## src/rtl/programmable_interrupt_controller_defines.svh

```systemverilog
`ifndef PROGRAMMABLE_INTERRUPT_CONTROLLER_DEFINES_SVH
`define PROGRAMMABLE_INTERRUPT_CONTROLLER_DEFINES_SVH

// check a consequence in the same cycle
`define PIC_ASSERT_NOW(label, cond, conseq) \
   label: assert property (@(posedge clock) disable iff (reset) (cond) |-> (conseq)) \
      else $error("pic assertion failed");

// check a consequence in the following cycle
`define PIC_ASSERT_NEXT(label, cond, conseq) \
   label: assert property (@(posedge clock) disable iff (reset) (cond) |=> (conseq)) \
      else $error("pic assertion failed");

`endif

```

## src/rtl/pic_pkg.sv

```systemverilog
package pic_pkg;

   localparam int NUM_LINES = 8;
   localparam int LVL_W     = $clog2(NUM_LINES) + 1;
   localparam int BASE_W    = 5;

   localparam logic [1:0] FUNC_WRITE  = 2'd0;
   localparam logic [1:0] FUNC_READ   = 2'd1;
   localparam logic [1:0] FUNC_UPDATE = 2'd2;
   localparam logic [1:0] FUNC_ACK    = 2'd3;

   localparam logic [1:0] INIT_READY = 2'd0;
   localparam logic [1:0] INIT_ICW2  = 2'd1;
   localparam logic [1:0] INIT_ICW3  = 2'd2;
   localparam logic [1:0] INIT_ICW4  = 2'd3;

   localparam int BIT_ICW1 = 4;
   localparam int BIT_OCW3 = 3;
   localparam int BIT_EOI  = 5;
   localparam int BIT_SL   = 6;
   localparam int BIT_RR   = 1;
   localparam int BIT_RIS  = 0;
   localparam int BIT_IC4  = 0;
   localparam int BIT_SNGL = 1;
   localparam int BIT_LTIM = 3;
   localparam int BIT_AEOI = 1;

   localparam logic [NUM_LINES-1:0] MASK_RESET = '1;

   typedef struct packed {
      logic [1:0]           func;
      logic                 port_sel;
      logic [7:0]           wdata;
      logic [NUM_LINES-1:0] irq_lines;
   } req_item_type;

   typedef struct packed {
      logic [7:0] rdata;
      logic       int_pending;
      logic [7:0] vector;
      logic       in_init;
   } rsp_item_type;

   typedef struct packed {
      logic         valid;
      req_item_type item;
   } req_stage_type;

   // lowest set bit, NUM_LINES when none
   function automatic logic [LVL_W-1:0] top_level(input logic [NUM_LINES-1:0] bits);
      logic [LVL_W-1:0] lvl;
      lvl = LVL_W'(NUM_LINES);
      for (int i = NUM_LINES - 1; i >= 0; i--) begin
         if (bits[i]) lvl = LVL_W'(i);
      end
      return lvl;
   endfunction

endpackage

```

## src/rtl/pic_if.sv

```systemverilog
interface pic_req_if;
   import pic_pkg::*;

   logic                 valid;
   logic                 ready;
   logic [1:0]           func;
   logic                 port_sel;
   logic [7:0]           wdata;
   logic [NUM_LINES-1:0] irq_lines;

   modport source (output valid, func, port_sel, wdata, irq_lines, input ready);
   modport sink   (input valid, func, port_sel, wdata, irq_lines, output ready);
endinterface

interface pic_rsp_if;
   logic       valid;
   logic       ready;
   logic [7:0] rdata;
   logic       int_pending;
   logic [7:0] vector;
   logic       in_init;

   modport source (output valid, rdata, int_pending, vector, in_init, input ready);
   modport sink   (input valid, rdata, int_pending, vector, in_init, output ready);
endinterface

```

## src/rtl/pic_in_stage.sv

```systemverilog
module pic_in_stage (
   input  logic                  clock,
   input  logic                  reset,
   input  logic                  in_valid,
   input  pic_pkg::req_item_type in_item,
   output logic                  in_ready,
   input  logic                  advance,
   output pic_pkg::req_stage_type stage
);
   import pic_pkg::*;

   logic         valid_ff;
   logic         valid_in;
   req_item_type item_ff;
   logic         take;

   assign in_ready = !valid_ff || advance;
   assign take     = in_valid && in_ready;

   always_comb begin
      valid_in = valid_ff;
      if (take) begin
         valid_in = 1'b1;
      end else if (advance) begin
         valid_in = 1'b0;
      end
   end

   always_ff @(posedge clock) begin
      if (reset) begin
         valid_ff <= 1'b0;
      end else begin
         valid_ff <= valid_in;
      end
   end

   always_ff @(posedge clock) begin
      if (take) begin
         item_ff <= in_item;
      end
   end

   assign stage.valid = valid_ff;
   assign stage.item  = item_ff;

endmodule

```

## src/rtl/pic_core.sv

```systemverilog
module pic_core (
   input  logic                  clock,
   input  logic                  reset,
   input  logic                  advance,
   input  pic_pkg::req_item_type item,
   output pic_pkg::rsp_item_type result
);
   import pic_pkg::*;

   `include "programmable_interrupt_controller_defines.svh"

   logic [1:0]           init_step_ff,   init_step_in;
   logic [BASE_W-1:0]    vector_base_ff, vector_base_in;
   logic                 need_icw4_ff,   need_icw4_in;
   logic                 single_mode_ff, single_mode_in;
   logic                 level_mode_ff,  level_mode_in;
   logic                 auto_eoi_ff,    auto_eoi_in;
   logic [7:0]           cascade_ff,     cascade_in;
   logic [NUM_LINES-1:0] mask_ff,        mask_in;
   logic [NUM_LINES-1:0] request_ff,     request_in;
   logic [NUM_LINES-1:0] service_ff,     service_in;
   logic                 read_isr_ff,    read_isr_in;
   logic [NUM_LINES-1:0] prev_lines_ff,  prev_lines_in;

   logic [LVL_W-1:0] ack_lvl;
   logic [LVL_W-1:0] isr_top;
   logic [LVL_W-1:0] eoi_lvl;
   logic [LVL_W-1:0] new_req_top;
   logic [LVL_W-1:0] new_isr_top;
   logic [7:0]       d;

   assign d       = item.wdata;
   assign isr_top = top_level(service_ff);
   assign ack_lvl = (top_level(request_ff & ~mask_ff) < isr_top) ?
                    top_level(request_ff & ~mask_ff) : LVL_W'(NUM_LINES);

   always_comb begin
      init_step_in   = init_step_ff;
      vector_base_in = vector_base_ff;
      need_icw4_in   = need_icw4_ff;
      single_mode_in = single_mode_ff;
      level_mode_in  = level_mode_ff;
      auto_eoi_in    = auto_eoi_ff;
      cascade_in     = cascade_ff;
      mask_in        = mask_ff;
      request_in     = request_ff;
      service_in     = service_ff;
      read_isr_in    = read_isr_ff;
      prev_lines_in  = prev_lines_ff;
      eoi_lvl        = d[BIT_SL] ? {1'b0, d[2:0]} : isr_top;
      result.rdata   = '0;
      result.vector  = '0;

      case (item.func)
         FUNC_WRITE: begin
            if (!item.port_sel) begin
               if (d[BIT_ICW1]) begin
                  need_icw4_in   = d[BIT_IC4];
                  single_mode_in = d[BIT_SNGL];
                  level_mode_in  = d[BIT_LTIM];
                  if (!d[BIT_IC4]) auto_eoi_in = 1'b0;
                  mask_in      = '0;
                  request_in   = '0;
                  service_in   = '0;
                  read_isr_in  = 1'b0;
                  init_step_in = INIT_ICW2;
               end else if (d[BIT_OCW3]) begin
                  if (d[BIT_RR]) read_isr_in = d[BIT_RIS];
               end else if (d[BIT_EOI]) begin
                  if (eoi_lvl < LVL_W'(NUM_LINES)) begin
                     service_in[eoi_lvl[LVL_W-2:0]] = 1'b0;
                  end
               end
            end else begin
               unique case (init_step_ff)
                  INIT_ICW2: begin
                     vector_base_in = d[7:3];
                     init_step_in   = single_mode_ff ?
                                      (need_icw4_ff ? INIT_ICW4 : INIT_READY) : INIT_ICW3;
                  end
                  INIT_ICW3: begin
                     cascade_in   = d;
                     init_step_in = need_icw4_ff ? INIT_ICW4 : INIT_READY;
                  end
                  INIT_ICW4: begin
                     auto_eoi_in  = d[BIT_AEOI];
                     init_step_in = INIT_READY;
                  end
                  default: begin
                     mask_in = d;
                  end
               endcase
            end
         end
         FUNC_READ: begin
            if (item.port_sel) begin
               result.rdata = mask_ff;
            end else begin
               result.rdata = read_isr_ff ? service_ff : request_ff;
            end
         end
         FUNC_UPDATE: begin
            if (level_mode_ff) begin
               request_in = item.irq_lines;
            end else begin
               request_in = request_ff | (item.irq_lines & ~prev_lines_ff);
            end
            prev_lines_in = item.irq_lines;
         end
         default: begin
            if (ack_lvl < LVL_W'(NUM_LINES)) begin
               request_in[ack_lvl[LVL_W-2:0]] = 1'b0;
               if (!auto_eoi_ff) service_in[ack_lvl[LVL_W-2:0]] = 1'b1;
               result.vector = {vector_base_ff, ack_lvl[LVL_W-2:0]};
            end else begin
               result.vector = {vector_base_ff, 3'd7};
            end
         end
      endcase

      new_req_top        = top_level(request_in & ~mask_in);
      new_isr_top        = top_level(service_in);
      result.int_pending = new_req_top < new_isr_top;
      result.in_init     = init_step_in != INIT_READY;
   end

   always_ff @(posedge clock) begin
      if (reset) begin
         init_step_ff   <= INIT_READY;
         vector_base_ff <= '0;
         need_icw4_ff   <= 1'b0;
         single_mode_ff <= 1'b0;
         level_mode_ff  <= 1'b0;
         auto_eoi_ff    <= 1'b0;
         cascade_ff     <= '0;
         mask_ff        <= MASK_RESET;
         request_ff     <= '0;
         service_ff     <= '0;
         read_isr_ff    <= 1'b0;
         prev_lines_ff  <= '0;
      end else if (advance) begin
         init_step_ff   <= init_step_in;
         vector_base_ff <= vector_base_in;
         need_icw4_ff   <= need_icw4_in;
         single_mode_ff <= single_mode_in;
         level_mode_ff  <= level_mode_in;
         auto_eoi_ff    <= auto_eoi_in;
         cascade_ff     <= cascade_in;
         mask_ff        <= mask_in;
         request_ff     <= request_in;
         service_ff     <= service_in;
         read_isr_ff    <= read_isr_in;
         prev_lines_ff  <= prev_lines_in;
      end
   end

   `PIC_ASSERT_NEXT(a_icw1_restarts,
      advance && item.func == FUNC_WRITE && !item.port_sel && item.wdata[BIT_ICW1],
      init_step_ff == INIT_ICW2 && mask_ff == '0 && service_ff == '0)
   `PIC_ASSERT_NEXT(a_isr_set_by_ack_only,
      advance && item.func != FUNC_ACK,
      (service_ff & ~$past(service_ff)) == '0)
   `PIC_ASSERT_NEXT(a_aeoi_keeps_isr,
      advance && item.func == FUNC_ACK && auto_eoi_ff,
      service_ff == $past(service_ff))

endmodule

```

## src/rtl/pic_out_stage.sv

```systemverilog
module pic_out_stage (
   input  logic                  clock,
   input  logic                  reset,
   input  logic                  load,
   input  pic_pkg::rsp_item_type result,
   output logic                  can_load,
   output logic                  out_valid,
   output pic_pkg::rsp_item_type out_item,
   input  logic                  out_ready
);
   import pic_pkg::*;

   logic         valid_ff;
   logic         valid_in;
   rsp_item_type item_ff;

   assign can_load = !valid_ff || out_ready;

   always_comb begin
      valid_in = valid_ff;
      if (load) begin
         valid_in = 1'b1;
      end else if (out_ready) begin
         valid_in = 1'b0;
      end
   end

   always_ff @(posedge clock) begin
      if (reset) begin
         valid_ff <= 1'b0;
      end else begin
         valid_ff <= valid_in;
      end
   end

   always_ff @(posedge clock) begin
      if (load) begin
         item_ff <= result;
      end
   end

   assign out_valid = valid_ff;
   assign out_item  = item_ff;

endmodule

```

## src/rtl/programmable_interrupt_controller.sv

```systemverilog
// Channel  Dir  Fields
// req_if   in   func, port_sel, wdata, irq_lines
// rsp_if   out  rdata, int_pending, vector, in_init
//
// One item per cycle sustained while rsp_if is ready.
// Each item passes an input register, then one decode and priority-encode
// step that updates the controller state and loads the result register.
// Synchronous reset returns every controller register to its reset value.
// A stalled result holds; the input register still takes one more item.
module programmable_interrupt_controller (
   input  logic      clock,
   input  logic      reset,
   pic_req_if.sink   req_if,
   pic_rsp_if.source rsp_if
);
   import pic_pkg::*;

   req_item_type  req_item;
   req_stage_type stage;
   rsp_item_type  result;
   rsp_item_type  rsp_item;
   logic          can_load;
   logic          advance;

   assign req_item.func      = req_if.func;
   assign req_item.port_sel  = req_if.port_sel;
   assign req_item.wdata     = req_if.wdata;
   assign req_item.irq_lines = req_if.irq_lines;

   assign advance = stage.valid && can_load;

   pic_in_stage u_in (
      .clock    (clock),
      .reset    (reset),
      .in_valid (req_if.valid),
      .in_item  (req_item),
      .in_ready (req_if.ready),
      .advance  (advance),
      .stage    (stage)
   );

   pic_core u_core (
      .clock   (clock),
      .reset   (reset),
      .advance (advance),
      .item    (stage.item),
      .result  (result)
   );

   pic_out_stage u_out (
      .clock     (clock),
      .reset     (reset),
      .load      (advance),
      .result    (result),
      .can_load  (can_load),
      .out_valid (rsp_if.valid),
      .out_item  (rsp_item),
      .out_ready (rsp_if.ready)
   );

   assign rsp_if.rdata       = rsp_item.rdata;
   assign rsp_if.int_pending = rsp_item.int_pending;
   assign rsp_if.vector      = rsp_item.vector;
   assign rsp_if.in_init     = rsp_item.in_init;

endmodule

```

## src/flat_wrapper.sv

```systemverilog
// flat-port wrapper written by rule: the top's interface ports become plain ports
module programmable_interrupt_controller_flat import pic_pkg::*;
  (clock, reset, req_if_valid, req_if_func, req_if_port_sel, req_if_wdata, req_if_irq_lines, req_if_ready, rsp_if_valid, rsp_if_rdata, rsp_if_int_pending, rsp_if_vector, rsp_if_in_init, rsp_if_ready);
  pic_req_if req_if_i ();
  pic_rsp_if rsp_if_i ();
  input  logic clock;
  input  logic reset;
  input wire logic [$bits(req_if_i.valid)-1:0] req_if_valid;
  input wire logic [$bits(req_if_i.func)-1:0] req_if_func;
  input wire logic [$bits(req_if_i.port_sel)-1:0] req_if_port_sel;
  input wire logic [$bits(req_if_i.wdata)-1:0] req_if_wdata;
  input wire logic [$bits(req_if_i.irq_lines)-1:0] req_if_irq_lines;
  output wire logic [$bits(req_if_i.ready)-1:0] req_if_ready;
  output wire logic [$bits(rsp_if_i.valid)-1:0] rsp_if_valid;
  output wire logic [$bits(rsp_if_i.rdata)-1:0] rsp_if_rdata;
  output wire logic [$bits(rsp_if_i.int_pending)-1:0] rsp_if_int_pending;
  output wire logic [$bits(rsp_if_i.vector)-1:0] rsp_if_vector;
  output wire logic [$bits(rsp_if_i.in_init)-1:0] rsp_if_in_init;
  input wire logic [$bits(rsp_if_i.ready)-1:0] rsp_if_ready;
  assign req_if_i.valid = req_if_valid;
  assign req_if_i.func = req_if_func;
  assign req_if_i.port_sel = req_if_port_sel;
  assign req_if_i.wdata = req_if_wdata;
  assign req_if_i.irq_lines = req_if_irq_lines;
  assign req_if_ready = req_if_i.ready;
  assign rsp_if_valid = rsp_if_i.valid;
  assign rsp_if_rdata = rsp_if_i.rdata;
  assign rsp_if_int_pending = rsp_if_i.int_pending;
  assign rsp_if_vector = rsp_if_i.vector;
  assign rsp_if_in_init = rsp_if_i.in_init;
  assign rsp_if_i.ready = rsp_if_ready;
  programmable_interrupt_controller u_core (.clock(clock), .reset(reset), .req_if(req_if_i), .rsp_if(rsp_if_i));
endmodule
```

## config.mk

```make
export PLATFORM = sky130hd
export DESIGN_NAME = programmable_interrupt_controller_flat
export DESIGN_NICKNAME = d
export VERILOG_FILES = /design/src/rtl/pic_pkg.sv /design/src/rtl/pic_if.sv /design/src/rtl/pic_in_stage.sv /design/src/rtl/pic_core.sv /design/src/rtl/pic_out_stage.sv /design/src/rtl/programmable_interrupt_controller.sv /design/src/flat_wrapper.sv
export VERILOG_INCLUDE_DIRS = /design/src /design/src/rtl
export SDC_FILE = /design/constraint.sdc
export NUM_CORES = 1
export LEC_CHECK = 0
export BUFFER_PORTS_ARGS = -buffer_cell sky130_fd_sc_hd__buf_2
export CAP_MARGIN = 10
export CORE_MARGIN = 2
export CORE_UTILIZATION = 60
export CTS_BUF_LIST = sky130_fd_sc_hd__clkbuf_4 sky130_fd_sc_hd__clkbuf_8
export CTS_CLUSTER_DIAMETER = 80
export DETAILED_ROUTE_END_ITERATION = 8
export PLACE_DENSITY = 0.8
export SLEW_MARGIN = 20
export SYNTH_ARGS = -nofsm -noshare
export SYNTH_HDL_FRONTEND = slang
export SYNTH_SLANG_ARGS = --single-unit
```

## constraint.sdc

```tcl
create_clock -name clock -period 5.7 [get_ports clock]
set_input_delay 0.57 -clock clock [delete_from_list [all_inputs] [get_ports clock]]
set_output_delay 0.57 -clock clock [all_outputs]
set_load 0.01 [all_outputs]
```

Word level (Yosys, flattened, before mapping)
Index checks and enable logic that the tools add are counted. Widths: inputs -> output; s select.

Bitwise logic cells: 13. Reductions and logical operators: 23. Eq/ne operators: 7. Muxes and demuxes: 75. Magnitude comparators: 8.

Operators by type and width (number): $mux 4 (34); $mux 8 (17); $and 8x8->8 (5); $not 8->8 (5); $pmux 8 s3 (1); $or 8x8->8 (2); $pmux 8 s2 (1); $mux 1 (13); $reduce_bool 2->1 (6); $mux 2 (5); $reduce_and 5->1 (2); $lt 3x4->1 const B (2); $lt 4x4->1 (2); $lt 4x4->1 const B (2); $reduce_and 4->1 (2); $demux 1 s3 (2); $eq 2x2->1 const B (3); $ge 3x1->1 const B (2); $pmux 2 s3 (1); $reduce_or 3->1 (2); $eq 2x1->1 const B (2); $logic_and 1x1->1 (4); $mux 3 (1); $logic_not 1->1 (2); other kinds (7) (8).

Bits in registers: 83. Logic and storage cells: 147.

Longest topological paths before layout
Gate-level depths: netlist of run 1.

Depth after elaboration: 30. Gate-level depth with buffers: 21.

By module
A second synthesis of run 1 with hierarchy kept.

Cell total of the unflattened synthesis: 503. Area, all modules: 4635.7 um2.

Modules (own cells, without submodules): pic_core (area each 3409.5 um2, seq. area each 880.8 um2, instances 1, cells an instance 455); pic_in_stage (area each 633.1 um2, seq. area each 590.6 um2, instances 1, cells an instance 25); pic_out_stage (area each 586.8 um2, seq. area each 560.5 um2, instances 1, cells an instance 22); programmable_interrupt_controller (area each 6.3 um2, seq. area each 0.0 um2, instances 1, cells an instance 1).

Worst setup path before layout of run 1
OpenSTA, ideal clock, no wires.

Path kind: register to register. From: reg u_core.u_core.request_ff[0]. To: reg u_core.u_out.item_ff (netlist bit u_core.u_out.out_item[9]), data pin. Required time: 5.550 ns. Stages on the path, launching flop included: 20. Arrival: 4.061 ns. Setup slack: 1.490 ns. Setup time: 0.150 ns. Period minus slack after synthesis: 4.210 ns. Cells stage by stage: dfxtp_1 nor2b_1 nor4b_1 nand2_1 inv_1 ha_1 a211oi_1 o2111ai_1 nand3_1 and2_1 buf_2 and3_1 nor3_1 or2_1 o21a_1 ha_1 o211ai_1 nor2_1 a221o_1 nor3_2.

RTL lines: from (decl) (RTL line pic_core.sv:20) `logic [NUM_LINES-1:0] request_ff, request_in;`; from (signal assigned) (RTL line pic_core.sv:150) `request_ff <= request_in;`; to (signal assigned) (RTL line pic_out_stage.sv:38) `item_ff <= result;`; to (decl) (RTL line pic_out_stage.sv:15) `rsp_item_type item_ff;`.

==> results of run 1 <==
==> per-layer routing <==
metal,track usage,routed length [um],up-vias
met3,0.0592,962,34
met2,0.467,5540,201
met1,0.386,4900,1908
met5,0,0,-
met4,0.104,351,0
li1,-,-,1961
==> cell type report <==
type | instances | area share
Clock buffer | 9 | 0.0244
Clock inverter | 7 | 0.0162
Inverter | 20 | 0.0148
Multi-Input combinational cell | 398 | 0.476
Sequential cell | 83 | 0.400
Tap cell | 102 | 0.0251
Timing Repair Buffer | 44 | 0.0443
==> critical path, cell delays in order (launching register included) <==
cell and delay, ps:
dfxtp_1 350, nor2b_1 200, nor4b_1 600, nand2_1 250
inv_1 110, ha_1 260, a211oi_1 370, o2111ai_1 180
nand3_1 180, and2_1 350, and3_1 240, nor3_1 70
or2_1 260, o21a_1 210, ha_1 290, o211ai_1 270
nor2_1 80, a221o_1 340, nor3_2 170
==> cell families after synthesis <==
family          count (synthesis)  synth area share
compound gates                153             0.228
fa+ha+maj                      10            0.0269
buf+inv                        47            0.0430
flops                          83             0.437
mux                            19            0.0409
simple gates                  216             0.225
==> where the power goes <==
group / switching (mW) / internal (mW) / total (mW) / leakage, nW
combinational: 0.129 / 0.0776 / 0.207 / 1.15
clock: 0.239 / 0.209 / 0.449 / 0.0984
sequential: 0.0284 / 0.648 / 0.677 / 0.733
==> stage by stage <==
stage / setup WS, ps / instances
4_1_cts: 911 / 663
2_1_floorplan: 1490 / 528
6_report: 777 / 663
3_3_place_gp: 1090 / 647
3_5_place_dp: 964 / 647
5_1_grt: 445 / 663
==> state kept, by name, summed over array words and instances (netlist names) <==
signal	flops
u_core.u_in.stage	19
u_core.u_out.out_item	18
u_core.u_core.mask_ff	8
u_core.u_core.prev_lines_ff	8
u_core.u_core.request_ff	8
u_core.u_core.service_ff	8
u_core.u_core.vector_base_ff	5
u_core.u_core.init_step_ff	2
u_core.u_core.auto_eoi_ff	1
u_core.u_core.level_mode_ff	1
u_core.u_core.need_icw4_ff	1
u_core.u_core.read_isr_ff	1
u_core.u_core.single_mode_ff	1
u_core.u_in.valid_ff	1
u_core.u_out.out_valid	1
==> path summary, 6_finish.rpt <==
| check | slack, ps | end | from | cells after the start |
|---|---|---|---|---|
| min reg2reg | 460 | u_core.u_core.prev_lines_ff[7] | u_core.u_core.prev_lines_ff[7] | 2 |
| max | 780 | u_core.u_out.out_item[9] | u_core.u_core.request_ff[0] | 18 |
| min | 370 | u_core.u_in.stage[13] | req_if_wdata[5] | 1 |
| max reg2reg | 780 | u_core.u_out.out_item[9] | u_core.u_core.request_ff[0] | 18 |
==> synth_stat cells, types with 3 or more instances <==
cell type | instances | share of area
nand2_1 | 65 | 0.052
nor2_1 | 58 | 0.047
dfxtp_1 | 46 | 0.20
a21oi_1 | 44 | 0.047
edfxtp_1 | 37 | 0.24
o21ai_0 | 27 | 0.029
inv_1 | 20 | 0.016
mux2i_1 | 19 | 0.041
nand2b_1 | 18 | 0.024
clkbuf_1 | 17 | 0.014
and2_1 | 16 | 0.022
nand3_1 | 15 | 0.016
a211oi_1 | 13 | 0.021
nor2b_1 | 11 | 0.015
ha_1 | 10 | 0.027
a221o_1 | 8 | 0.017
nor3_1 | 7 | 0.0075
or2_2 | 7 | 0.0094
a22o_1 | 6 | 0.011
a22oi_1 | 6 | 0.0097
a31oi_1 | 6 | 0.0081
buf_1 | 5 | 0.0040
o211ai_1 | 5 | 0.0081
o211a_1 | 4 | 0.0086
o21a_1 | 4 | 0.0065
a21o_1 | 3 | 0.0048
and3_1 | 3 | 0.0040
nor4_1 | 3 | 0.0040
o21ai_1 | 3 | 0.0032
==> results.tsv, run 1 <==
metric	value	unit
total core area	0.00761	mm2
Bufs on Longest Clock Path	2	
post-CTS setup buffer count	0	
Die X-Extent	92.1	um
total standard cell area after synthesis	0.00465	mm2
Antenna Cells	0	
wirelength, routed	11.8	mm
Remaining Overflow, GRT	0	
cell area after layout	0.00509	mm2
Synth warnings	0	
area of combinational cells with multiple inputs	0.00242	mm2
num ports	43	
Max FO, Critical Path	9	
minimum hold slack	369	ps
RSZ-0062 raised after global routing	no	
Crit. End Element	register	
depth of the CTS H-tree	3	
first drt pass iteration count	5	
fraction of final layout cells with drive strength greater than 1	0.141	
largest voltage drop on the vdd net	0.231	mV
global-route wire length before repair	19.2	mm
final routed wire length divided by cell count	17.7	um
synthesized instance count	528	
Port Buffer Count	42	
CTS buffer count	9	
post-route DRC violation count	0	
Layout fillers	649	
maximum number of pins on one net before global-route repair	47	
Synth Area per Inst	8.81	um2
clock latency on the worst-skew pair	370	ps
Required @ worst endpoint	5920	ps
worst relative slew slack	0.403	
number of nets with antenna violations after detailed routing	0	
Crit Path Class	reg2reg	
Seq. cell area	0.00203	mm2
critical path data arrival time	5140	ps
flops & latches, synth	83	
clock tree root driver cell	clkbuf_8	
skew final	12.5	ps
slew at the pin closest to its max-slew limit	895	ps
net count of the finished layout	589	
total setup violations reported at the end of the flow	0	
Async S/R FF share, synth	0	
total placed instance area	0.00488	mm2
Max Transition Viols Final	0	
share of synthesized area occupied by flip-flops and latches	0.437	
status	complete, no violations	
post-cts resize count	0	
routability congestion estimate	0.968	
DRC marker count from the first detailed-route iteration	442	
post-synth net total	561	
global-route total usage across every layer	0.289	
total clock sinks	83	
sort of element at the start of the critical path	register	
final standard cell utilization of the core	0.669	
clock slew at reported path FFs	100	ps
maximum operating frequency	0.203	GHz
P per Cell Area	262	mW/mm2
final worst path period share	0.864	
Post-Route Setup TNS	0	ps
most used cells in the layout excluding fill and tap cells	nand2_1, nor2_1, dfxtp_1	
EDFF count, synth	37	
Synth cell types	64	
TritonCTS clock tree	built	
leakage power of the design	1.98	nW
Die H	92.1	um
die area	0.00847	mm2
mean number of vias per cell	6.19	
total via count after detailed routing	4104	
vias in the first global route	3867	
most common library cell in the layout ignoring fill and taps	nand2_1	
layout overhead on the synthesized area	9.33	%
primary flip-flop cell chosen by synthesis mapping	dfxtp_1	
PnR Total Power	1.33	mW
number of maximum-capacitance constraint violations	0	
Starting Density	0.612	
# hold bufs at CTS	0	
hold crit path type	in2reg	
floorplan row count	32	
number of antenna violations at the first check in global routing	0	
estimated wirelength of the detail-placed design	8.56	mm
final-report hold violation count	0	
minimum period implied by the final worst setup slack	4920	ps
Note: power is estimated with default switching activity, not from simulation.
==> run 2: changes to the inputs <==
PLACE_DENSITY = unset   (was 0.8)
PLACE_DENSITY_LB_ADDON = 0.05   (was unset)
SETUP_SLACK_MARGIN = 0.5   (was unset)
SLEW_MARGIN = unset   (was 20)
==> run 2 against run 1 <==
Compared with the run above: cell area up 0.37%; sequential share of layout area down 0.15 points; utilization up 0.25 points; combinational power about the same; clock skew about the same; highest routed layer unchanged.
==> results.tsv, run 2 (synthesized netlist as in run 1, its figures left out) <==
metric	value	unit	change
Required @ worst endpoint	5920	ps	about the same
Seq. cell area	0.00203	mm2	unchanged
final routed wire length divided by cell count	17.7	um	-0.38%
global-route wire length before repair	19.2	mm	+0.25%
leakage power of the design	1.98	nW	+0.14%
Die H	92.1	um	unchanged
most used cells in the layout excluding fill and tap cells	nand2_1, nor2_1, dfxtp_1		
Port Buffer Count	42		unchanged
maximum number of pins on one net before global-route repair	47		unchanged
wirelength, routed	11.7	mm	-0.38%
number of antenna violations at the first check in global routing	0		unchanged
minimum period implied by the final worst setup slack	4720	ps	-207 ps
# hold bufs at CTS	0		unchanged
final-report hold violation count	0		unchanged
skew final	12.1	ps	-0.341 ps
post-cts resize count	0		unchanged
Crit. End Element	register		
global-route total usage across every layer	0.291		+0.00183
RSZ-0062 raised after global routing	no		
clock slew at reported path FFs	90	ps	about the same
Max Transition Viols Final	0		unchanged
first drt pass iteration count	5		unchanged
estimated wirelength of the detail-placed design	8.49	mm	-0.76%
vias in the first global route	3760		-2.8%
TritonCTS clock tree	built		
clock tree root driver cell	clkbuf_8		
clock latency on the worst-skew pair	360	ps	about the same
total clock sinks	83		unchanged
dpl ws	921	ps	-43.6 ps
sort of element at the start of the critical path	register		
DRC marker count from the first detailed-route iteration	386		-13%
slew at the pin closest to its max-slew limit	912	ps	+17.4 ps
number of nets with antenna violations after detailed routing	0		unchanged
Remaining Overflow, GRT	0		unchanged
routability congestion estimate	0.965		-0.29%
area of combinational cells with multiple inputs	0.00243	mm2	+0.26%
Bufs on Longest Clock Path	2		unchanged
num ports	43		unchanged
Layout fillers	643		-0.92%
total via count after detailed routing	4059		-1.1%
layout overhead on the synthesized area	9.74	%	
Antenna Cells	0		unchanged
critical path data arrival time	4940	ps	-200 ps
Crit Path Class	reg2reg		
depth of the CTS H-tree	3		unchanged
post-CTS setup buffer count	0		unchanged
Worst Setup Slack, final	984	ps	+207 ps
Die X-Extent	92.1	um	unchanged
mean number of vias per cell	6.12		-1.1%
maximum operating frequency	0.212	GHz	+4.4%
Post-Route Setup TNS	0	ps	unchanged
P per Cell Area	265	mW/mm2	+1.2%
most common library cell in the layout ignoring fill and taps	nand2_1		
total setup violations reported at the end of the flow	0		unchanged
total core area	0.00761	mm2	unchanged
number of maximum-capacitance constraint violations	0		unchanged
status	complete, no violations		
setup slack of the worst register-to-register path	980	ps	+210 ps
Starting Density	0.612		unchanged
max reg flops	19		unchanged
post-route DRC violation count	0		unchanged
Max FO, Critical Path	9		unchanged
worst relative slew slack	0.392		-0.0116
net count of the finished layout	589		unchanged
largest voltage drop on the vdd net	0.200	mV	-13%
final worst path period share	0.827		-0.0363
die area	0.00847	mm2	unchanged
hold crit path type	in2reg		
CTS buffer count	9		unchanged
floorplan row count	32		unchanged
fraction of final layout cells with drive strength greater than 1	0.141		unchanged
[run 2: changes by cell type in the layout (fill, tap and decap cells not counted)]
| cell | previous run | this run |
|---|---|---|
| inv_1 | 20 | 19 |
| clkinv_4 | 1 | 0 |
| clkinv_1 | 0 | 2 |
| clkbuf_4 | 0 | 1 |
| inv_6 | 2 | 1 |
| nor4b_1 | 1 | 0 |
| inv_8 | 1 | 0 |
| bufinv_16 | 1 | 2 |
| nor4b_2 | 1 | 2 |
[run 2: cell type report]
cell class,count,area share
flip-flops and latches,83,0.398
multi-input cells,398,0.475
inverters,20,0.0147
repair buffers,44,0.0441
well taps,102,0.0250
clock buffers,10,0.0257
clock inverters,6,0.0172
[run 2: final timing paths]
kind / from / to / cells after the start
setup / recovery: u_core.u_core.request_ff[4] / u_core.u_out.out_item[9] / 19
hold / removal: req_if_wdata[5] / u_core.u_in.stage[13] / 1
setup reg to reg: u_core.u_core.request_ff[4] / u_core.u_out.out_item[9] / 19
hold reg to reg: u_core.u_core.prev_lines_ff[2] / u_core.u_core.prev_lines_ff[2] / 2
[run 2: per-stage QoR]
stage | std cells | hold WS [ps] | util | area, um2 | power, mW
after floorplan | 528 | 436 | - | 4650 | 0.834
after detailed placement | 647 | 448 | 0.641 | 4880 | 0.891
final | 663 | 378 | 0.671 | 5100 | 1.35
after global routing | 663 | 368 | 0.671 | 5100 | 1.41
after CTS | 663 | 369 | 0.670 | 5100 | 1.35
after global placement | 647 | 442 | 0.641 | 4880 | 0.885
[run 2: worst max-delay path, stage by stage, from the launching register on]
cell	delay, ps
dfxtp_1	370
nor2b_1	190
or2_2	320
nor2_1	180
nand2_1	150
inv_1	90
ha_1	260
a211oi_1	380
o2111ai_1	180
nand3_1	200
and2_1	340
and3_1	250
nor3_1	80
or2_1	250
o21a_1	190
ha_1	290
o211ai_1	270
nor2_1	80
a221o_1	340
nor3_2	160
[run 2: routing by layer]
layer	GRT usage	vias to the layer above	wire (um)
li1	-	1964	-
met4	0.101	0	305
met3	0.0419	25	789
met1	0.420	1912	5120
met5	0	-	0
met2	0.449	158	5500
[run 2: report_power, final]
group          total (mW)  switching, mW  internal [mW]
Combinational       0.205          0.127         0.0775
Clock               0.472          0.220          0.252
Sequential          0.677         0.0283          0.648
Total                1.35          0.375          0.978
==> run 3: changes to the inputs <==
clock period = 4.78 ns   (was 5.7 ns; I/O delays follow)
==> run 3 against run 2 <==
Compared with the run above: register-to-register slack got worse by 280 ps; combinational power up 40%; via count increased by 2.8%; maximum frequency up 16%; worst setup slack worse by 280 ps.
==> results.tsv, run 3 (synthesized netlist as in run 1, its figures left out) <==
metric	value	unit	change
final worst path period share	0.853		+0.0254
clock tree root driver cell	clkbuf_8		
leakage power of the design	2.11	nW	+6.1%
Max FO, Critical Path	8		-1
origin of the critical flop-to-flop path	u_core.u_core.service_ff[0]		
area of combinational cells with multiple inputs	0.00252	mm2	+3.8%
total core area	0.00761	mm2	unchanged
number of nets with antenna violations after detailed routing	0		unchanged
Antenna Cells	0		unchanged
floorplan row count	32		unchanged
post-route DRC violation count	0		unchanged
maximum number of pins on one net before global-route repair	47		unchanged
largest voltage drop on the vdd net	0.245	mV	+22%
Starting Density	0.612		unchanged
maximum operating frequency	0.245	GHz	+16%
clock slew at reported path FFs	100	ps	about the same
layout overhead on the synthesized area	15.0	%	
mean number of vias per cell	6.11		-0.18%
final standard cell utilization of the core	0.703		+0.0324
P per Cell Area	307	mW/mm2	+16%
worst flop-to-flop path endpoint	u_core.u_out.out_item[9]		
estimated wirelength of the detail-placed design	8.86	mm	+4.3%
cell-by-cell listing of the critical path	or4_4 -> or2_2 -> ha_1 -> o211ai_1 -> nand2_2 -> nand3_2 -> and2_1 -> buf_4 -> a211o_1 -> a21oi_2 -> nor3_1 -> o21a_1 -> ha_1 -> o211ai_1 -> nor2_1 -> a221o_1 -> nor3_2		
Crit Path Class	reg2reg		
die area	0.00847	mm2	unchanged
skew final	12.1	ps	+0.00980 ps
minimum period implied by the final worst setup slack	4080	ps	-640 ps
sort of element at the start of the critical path	register		
RSZ-0062 raised after global routing	no		
most used cells in the layout excluding fill and tap cells	nand2_1, nor2_1, a21oi_1		
DRC marker count from the first detailed-route iteration	482		+25%
critical-path cell with the highest stage delay	or4_4		
vias in the first global route	3889		+3.4%
num ports	43		unchanged
Die H	92.1	um	unchanged
setup slack of the worst register-to-register path	700	ps	-280 ps
Worst Setup Slack, final	704	ps	-280 ps
global-route total usage across every layer	0.301		+0.00979
Layout fillers	632		-1.7%
total via count after detailed routing	4174		+2.8%
Required @ worst endpoint	5000	ps	-920 ps
max reg flops	19		unchanged
total setup violations reported at the end of the flow	0		unchanged
global-route wire length before repair	19.9	mm	+3.7%
net count of the finished layout	609		+3.4%
critical path data arrival time	4290	ps	-650 ps
number of antenna violations at the first check in global routing	0		unchanged
Port Buffer Count	42		unchanged
CTS buffer count	9		unchanged
Max Transition Viols Final	0		unchanged
Bufs on Longest Clock Path	2		unchanged
Post-Route Setup TNS	0	ps	unchanged
Remaining Overflow, GRT	0		unchanged
# hold bufs at CTS	0		unchanged
fraction of final layout cells with drive strength greater than 1	0.203		+0.0623
minimum hold slack	281	ps	-97.8 ps
status	complete, no violations		
worst setup path endpoint	u_core.u_out.out_item[9]		
Seq. cell area	0.00204	mm2	+0.31%
dpl ws	295	ps	-625 ps
most common library cell in the layout ignoring fill and taps	nand2_1		
launching element of the worst setup path	u_core.u_core.service_ff[0]		
final-report hold violation count	0		unchanged
total clock sinks	83		unchanged
Crit. End Element	register		
slew at the pin closest to its max-slew limit	980	ps	+67.5 ps
depth of the CTS H-tree	3		unchanged
first drt pass iteration count	5		unchanged
final routed wire length divided by cell count	17.9	um	+1.4%
number of maximum-capacitance constraint violations	0		unchanged
wirelength, routed	12.2	mm	+4.4%
TritonCTS clock tree	built		
routability congestion estimate	0.981		+1.6%
hold crit path type	in2reg		
worst relative slew slack	0.347		-0.0450
cell count of the worst reg-to-reg path	17		-2
Die X-Extent	92.1	um	unchanged
delay of the slowest cell on the worst path	550	ps	+170 ps
clock latency on the worst-skew pair	370	ps	about the same
run 3: cell count changes in the layout (fill, tap and decap cells not counted), moves of 2 or more:
cell     previous run  this run
nand2_1            65        63
dfxtp_1            46        41
buf_4               2        22
inv_8               0         2
nor2b_4             0         2
nand2_2             0         2
nor2b_1            11         8
dfxtp_2             0         5
run 3: repair_timing:
action	CTS	global route
pin swaps	2	6
buffers inserted	1	4
gates resized for setup	4	20
cloned	0	0
setup endpoints to repair	1	1
run 3: worst min-delay path by stage:
| stage | startpoint | end | slack, ps | cells past startpoint |
|---|---|---|---|---|
| after floorplan | u_core.u_core.prev_lines_ff[0] | u_core.u_core.prev_lines_ff[0] | 440 | 2 |
| after global placement | u_core.u_core.prev_lines_ff[2] | u_core.u_core.prev_lines_ff[2] | 440 | 2 |
| after detailed placement | u_core.u_core.prev_lines_ff[0] | u_core.u_core.prev_lines_ff[0] | 450 | 2 |
| after CTS | req_if_wdata[5] | u_core.u_in.stage[13] | 280 | 1 |
| after global routing | req_if_wdata[1] | u_core.u_in.stage[9] | 270 | 1 |
| final | req_if_wdata[5] | u_core.u_in.stage[13] | 280 | 1 |
run 3: routing by layer:
layer	wire length, um	vias up	track usage
met5	0	-	0
met4	240	0	0.0933
met3	950	28	0.0460
met2	5740	189	0.475
met1	5310	1950	0.427
li1	-	2007	-
run 3: power breakdown:
| part | internal, mW | switching, mW | total [mW] |
|---|---|---|---|
| Combinational | 0.118 | 0.168 | 0.286 |
| Sequential | 0.773 | 0.0307 | 0.804 |
| Clock | 0.257 | 0.297 | 0.554 |
| Total | 1.15 | 0.496 | 1.64 |
run 3: final cells by class:
cell class                 count  share of cell area
clock buffer                   9              0.0231
clock inverter                 7              0.0175
tap                          102              0.0238
inverter                      20              0.0140
multi-input combinational    398               0.470
sequential                    83               0.381
timing repair buffer          64              0.0701
run 3: worst max-delay path: cells and delay by family, from the launching register on:
kind / cells / cell delay, ps
DFF: 1 / 320
buffers and inverters: 1 / 160
and+or+nand+nor: 8 / 1570
adders and majority gates: 2 / 570
AOI/OAI and AO/OA: 6 / 1270
run 3: per-stage QoR:
stage	power [mW]	cells	instance area [um2]
after CTS	1.62	679	5230
after detailed placement	1.07	662	4990
final	1.64	683	5350
after global placement	1.07	662	4990
after global routing	1.71	683	5350
after floorplan	0.995	528	4650
